## src/sv/assert_macros.svh

```systemverilog
// assertion macros used by plane_leveling_rotation.sv
// expects signals named clk and rst in the scope of use
`ifndef ASSERT_MACROS_SVH
`define ASSERT_MACROS_SVH

// condition implies consequence in the same cycle
`define PLR_ASSERT_IMP(lbl, cond, cons, msg) \
  lbl: assert property (@(posedge clk) disable iff (rst) (cond) |-> (cons)) \
    else $error(msg);

// condition implies consequence in the next cycle
`define PLR_ASSERT_NXT(lbl, cond, cons, msg) \
  lbl: assert property (@(posedge clk) disable iff (rst) (cond) |=> (cons)) \
    else $error(msg);

`endif

```

## src/sv/plr_sqrt.sv

```systemverilog
// pipelined integer square root, one result bit per stage, 32 stages
// floor(sqrt(rad)) of a 64-bit radicand; carries a side payload
`default_nettype none

module plr_sqrt #(
  parameter int PW = 1
) (
  input  wire logic          clk,
  input  wire logic          rst,
  input  wire logic          en,
  input  wire logic          vld,
  input  wire logic [63:0]   rad,
  input  wire logic [PW-1:0] pay,
  output logic               res_vld,
  output logic [31:0]        root,
  output logic [PW-1:0]      res_pay
);

  logic [33:0]   rem_q  [31];
  logic [63:0]   rad_q  [31];
  logic [31:0]   root_q [32];
  logic [PW-1:0] pay_q  [32];
  logic [31:0]   vld_q;

  for (genvar k = 0; k < 32; k++) begin : g_stage
    logic [33:0]   rem_p;
    logic [31:0]   root_p;
    logic [63:0]   rad_p;
    logic [PW-1:0] pay_p;
    logic          vld_p;
    logic [33:0]   cur;
    logic [33:0]   trial;
    logic          ge;

    if (k == 0) begin : g_first
      assign rem_p  = '0;
      assign root_p = '0;
      assign rad_p  = rad;
      assign pay_p  = pay;
      assign vld_p  = vld;
    end else begin : g_next
      assign rem_p  = rem_q[k-1];
      assign root_p = root_q[k-1];
      assign rad_p  = rad_q[k-1];
      assign pay_p  = pay_q[k-1];
      assign vld_p  = vld_q[k-1];
    end

    assign cur   = {rem_p[31:0], rad_p[63-2*k -: 2]};
    assign trial = {root_p, 2'b01};
    assign ge    = (cur >= trial);

    always_ff @(posedge clk) begin
      if (rst) begin
        vld_q[k] <= 1'b0;
      end else if (en) begin
        vld_q[k] <= vld_p;
      end
    end

    always_ff @(posedge clk) begin
      if (en) begin
        root_q[k] <= {root_p[30:0], ge};
        pay_q[k]  <= pay_p;
      end
    end

    if (k < 31) begin : g_carry
      always_ff @(posedge clk) begin
        if (en) begin
          rem_q[k] <= ge ? (cur - trial) : cur;
          rad_q[k] <= rad_p;
        end
      end
    end
  end

  assign res_vld = vld_q[31];
  assign root    = root_q[31];
  assign res_pay = pay_q[31];

endmodule

`default_nettype wire

```

## config.mk

```make
export PLATFORM = sky130hd
export DESIGN_NAME = plr_sqrt
export DESIGN_NICKNAME = d
export VERILOG_FILES = /design/src/sv/assert_macros.svh /design/src/sv/plr_sqrt.sv
export SDC_FILE = /design/constraint.sdc
export NUM_CORES = 2
export LEC_CHECK = 0
export BUFFER_PORTS_ARGS = -buffer_cell sky130_fd_sc_hd__buf_2
export CAP_MARGIN = 30
export CORE_MARGIN = 5
export CORE_UTILIZATION = 57
export DETAILED_ROUTE_END_ITERATION = 8
export GPL_TIMING_DRIVEN = 0
export PLACE_DENSITY = 0.76
export SYNTH_ARGS = -nofsm -noshare
export SYNTH_HDL_FRONTEND = slang
export SYNTH_SLANG_ARGS = --single-unit
```

## constraint.sdc

```tcl
create_clock -name clk -period 3.7 [get_ports clk]
set_clock_uncertainty 0.05 [all_clocks]
set_input_delay 0.555 -clock clk [delete_from_list [all_inputs] [get_ports clk]]
set_output_delay 0.555 -clock clk [all_outputs]
set_load 0.05 [all_outputs]
```

# Word-level counts from Yosys, hierarchy flattened
# Memories as Yosys holds them, arrays and structs flattened.
# Cells that the tools add are included.
totals:
  mem_bits_rw: 4094
  mem_count: 4
  output_inout_bits: 34
  ff_bits: 32
  wordCells: 132
mem_list:
  columns: ["memory", "depth", "width", "rd", "rd_ports_with_merged_regs", "write_ports", "line_no", "text"]
  rows:
  - ["rad_q", 31, 64, 31, 0, 31, "plr_sqrt.sv:20", "logic [63:0] rad_q [31];"]
  - ["rem_q", 31, 34, 31, 0, 31, "plr_sqrt.sv:19", "logic [33:0] rem_q [31];"]
  - ["root_q", 32, 32, 32, 0, 32, "plr_sqrt.sv:21", "logic [31:0] root_q [32];"]
  - ["pay_q", 32, 1, 32, 0, 32, "plr_sqrt.sv:22", "logic [PW-1:0] pay_q [32];"]
classes:
  addsub: 31
  n_mux: 33
  order_cmp: 32
ops:
  columns: ["op", "n"]
  rows:
  - ["$ge 34x34->1", 31]
  - ["$mux 34", 31]
  - ["$sub 34x34->34", 30]
  - ["$sub 2x1->3 const B", 1]
  - ["$ge 2x1->1 const B", 1]
  - ["$mux 1", 2]

# Longest topological paths before layout
# An unclocked memory read counts as a cell.
logic_depth:
  ltp_word: 3
  mapped_depth: 14
  ltp_nobuf: 13

# Worst setup path before layout
# OpenSTA, ideal clock, no wires.
synth_path:
  path_type: "register to register"
  start: "memory rem_q[7][12]"
  end: "memory rem_q[8][10] (data pin)"
  period_less_slack_ps: 3638
  path_stages_with_launch: 13
  n_path_buf: 3
  path_slack_ps: 62
  setup_time_ps: 268
  t_arrival_ps: 3320
  t_required_ps: 3382
  path_cell_list: "edfxtp_1 or4_1 or3_4 or3_1 nand2b_1 buf_2 or4_4 or4_1 buf_2 nand2b_1 buf_4 a211oi_1 xor2_1"
synth_rtl:
  columns: ["element", "line_no"]
  rows:
  - ["from (decl)", "plr_sqrt.sv:19"]

==> impl_metrics.toml <==
[cells_and_area]
final_cell_mix = "edfxtp_1 (2497), inv_1 (693), nor2_1 (586)"
seqCellArea_sq_mm = 0.07562
area_growth_pct = 13.03
finalInstanceArea_sq_mm = 0.1313
final_util_pct = 64.85
multi_input_area_sq_mm = 0.03808
layout-drive-gt1-share_pct = 9.409
fin_nets = 10000
final_common_cell = "edfxtp_1"
fillCellCount = 14570

[sta]
setup_viol = 0
fin_crit_ns = 3.646
fin_crit_sh_pct = 98.53
worst_slew_pin_slew_ns = 1.069
slew-limit-headroom_pct = 28.76
timing.final.ws_setup_ns = 0.05446
finalHoldViolCount = 0
timing.fmax_mhz = 274.3
slew_viol_final = 0
setup-tns-final_ns = 0
grt_setup_unrepaired = "yes"

[cts]
clk_pin_slew_ns = 0.06
cts_tree = "done"
numCtsBuffers = 281
cts_max_level = 5
clockBufferDepth = 4
cts_root_buf = "clkbuf_16"
clock-sinks = 2529
insertion_delay_ns = 0.94

[place]
place_congestion = 0.9345
place_ws_ns = -1.630
hpwl_mm = 178.2
postPlaceCellArea_sq_mm = 0.1205
port_buffers = 102

[synthesis]
ys_seq_area_share_pct = 65.08
ys_types = 86
synth_nets = 9503
async_flop_share_pct = 0
ys_warn_count = 0
dominantRegCellSynth = "edfxtp_1"
synth_top_area_share_pct = 64.53
synth_area_leader_cell = "edfxtp_1"
yosys_register_bits = 2529
avgSynthCellArea_sq_um = 13.10
netlist_top_cells_area = "edfxtp_1 (65%), ha_1 (6.0%), xor2_1 (3.0%), xnor2_1 (2.9%), a21oi_1 (2.4%)"
synth-edff-count = 2497
mappedNetlistArea_sq_mm = 0.1162
netlist_instances = 8873

[pwr]
combPwrFrac_pct = 22.3
vdd.ir_drop.worst_mv = 0.5150
swShare_pct = 28.99
power.switching_mw = 24.59
p_per_area_mw_per_mm2 = 645.8
power_frac_seq_pct = 45.8
leakagePower_nw = 50.36
clock_power_share_pct = 31.9
p_int_mw = 60.23

[routing]
drt_iter0_markers = 6049
viasPerCell = 5.801
drc = 0
drt_pass1_iterations = 6
ant_nets = 0
wl_mm = 252.9
vias = 71000
wl_per_cell_microns = 20.66

[worst_setup_path]
crit_family = "compound AO/OA/AOI/OAI gates"
path_buf_inv = 3
start_kind = "flop"
cp.arrival_ns = 4.29
path_max_fanout = 10
r2r_setup_slack_ns = 0.05
path_class = "reg -> reg"
reg2regPathDepth = 12
cp-end-kind = "flop"
r2r_end = "rem_q[27][20]"
worst_ep_required_time_ns = 4.34
cp_slowest_stage_delay_ns = 0.42
crit_chain = "ha_1, a21oi_1, o21ai_0, a221o_1, a221oi_2, o21ai_4, a221oi_4, o31ai_4, buf_4, clkbuf_8, buf_6, a21oi_4"
cpMaxStageDelayCell = "ha_1"
reg2reg_from = "rem_q[26][13]"

[grt]
first_global_vias = 69080
antenna_found_initial = 9
grt_first_pass_wirelength_mm = 391.1
grt_max_degree = 197
grt_usage_pct = 23.42
overflow = 0

[floorplan]
dieArea_sq_mm = 0.2130
row_count = 165
start_util_pct = 57.38
io_pins = 103
core_sq_mm = 0.2025
die_y_microns = 461.5
die_x_microns = 461.5

[min_path]
hold_depth = 1
hold_end = "rad_q[0][321]"
min_path_type = "in -> reg"
min_from = "en"

[status]
status = "complete, no violations"

[flow_run]
max_cap_viol_count = 0
flip-flops by register name, indices dropped and copies added (netlist names):
name	cells
rad_q	992
rem_q	945
root_q	528
pay_q	32
g_stage.vld_p	31
res_vld	1
power by group through the flow:
stage	registers [mW]	logic [mW]	clock network, mW
final	38.8	18.9	27.1
after global routing	39.1	20.8	29.0
after CTS	38.8	18.4	27.7
after detailed placement	39.3	17.8	0
after global placement	41.3	17.4	0
after floorplan	38.2	12.8	0
kinds of logic after synthesis:
family	count (synthesis)	share of synthesized area, %
AO/OA/AOI/OAI	1743	9.256
XOR/XNOR	790	5.954
adder cells (fa/ha/maj)	561	6.041
buffers and inverters	873	2.840
flip-flops	2529	65.08
multiplexers	146	1.369
other	1	0.003227
AND/OR/NAND/NOR	2230	9.459
per-layer routing:
layer	global-route usage (%)	wire length, microns	vias up	share of wire (%)
met2	37.75	117900	1996	47
li1	-	-	33930	-
met5	0	0	-	0
met4	6.282	6498	0	2.6
met1	33.77	114300	34640	45
met3	3.352	14140	438	5.6
what timing repair did:
action,4_1_cts,5_1_grt
gates cloned,1,2
gates resized for setup,145,155
hold endpoints to repair,69,0
buffers inserted,17,26
pin swaps,8,18
endpoints found under the setup margin,478,566
hold buffers,68,0
final cells by class:
class                      instances  area share (%)
buffer                           150          0.5677
timing repair buffer             236           1.543
clock buffer                     332           5.580
inverter                         703           2.015
sequential                      2529           57.57
antenna                            2        0.003810
clock inverter                   144           1.176
multi-input combinational       5471           28.99
tap                             2672           2.545
stage by stage:
stage,power (mW),std cells,hold slack (ns)
6_report,84.83,12240,0.1135
2_1_floorplan,51.04,8873,0.3503
3_3_place_gp,58.62,11650,0.3504
3_5_place_dp,57.12,11670,0.3545
4_1_cts,84.93,12220,0.05424
5_1_grt,88.88,12240,0.07644
worst max path at each step:
stage	slack, ns	from	cells past startpoint	endpoint
2_1_floorplan	0.06	rem_q[7][12]	12	rem_q[8][10]
3_3_place_gp	-35.79	en	1	rad_q[1][27]
3_5_place_dp	-1.63	rad_q[1][649]	13	rem_q[27][21]
4_1_cts	0.0006	rad_q[1][649]	12	rem_q[27][24]
5_1_grt	-0.03	rem_q[5][22]	10	rem_q[6][29]
6_report	0.05	rem_q[26][13]	12	rem_q[27][20]
cells in the mapped netlist, drive strengths merged (13+ instances only):
cell        n
nand4      81
nor2      588
ha        561
or2        29
nor3      204
o211ai     30
o31a       13
o41ai      15
a21o      204
o21bai     45
buf        27
a31oi      44
nand3b     24
nand4b     21
nand2b    104
nand3     146
nand2     545
o21ai     447
xor2      401
xnor2     389
and2       24
nor3b      14
clkbuf    143
nor2b      82
and4       18
a21boi     14
a31o       16
a21oi     568
nor4      129
mux2i      43
edfxtp   2497
a211oi     54
nor4b      14
mux2      103
or3        96
or4        61
a2111oi    17
dfxtp      32
inv       700
o21a       92
o22ai      15
o31ai      47
a41oi      13
and3       38
No activity file was read; power rests on OpenSTA's default activity.
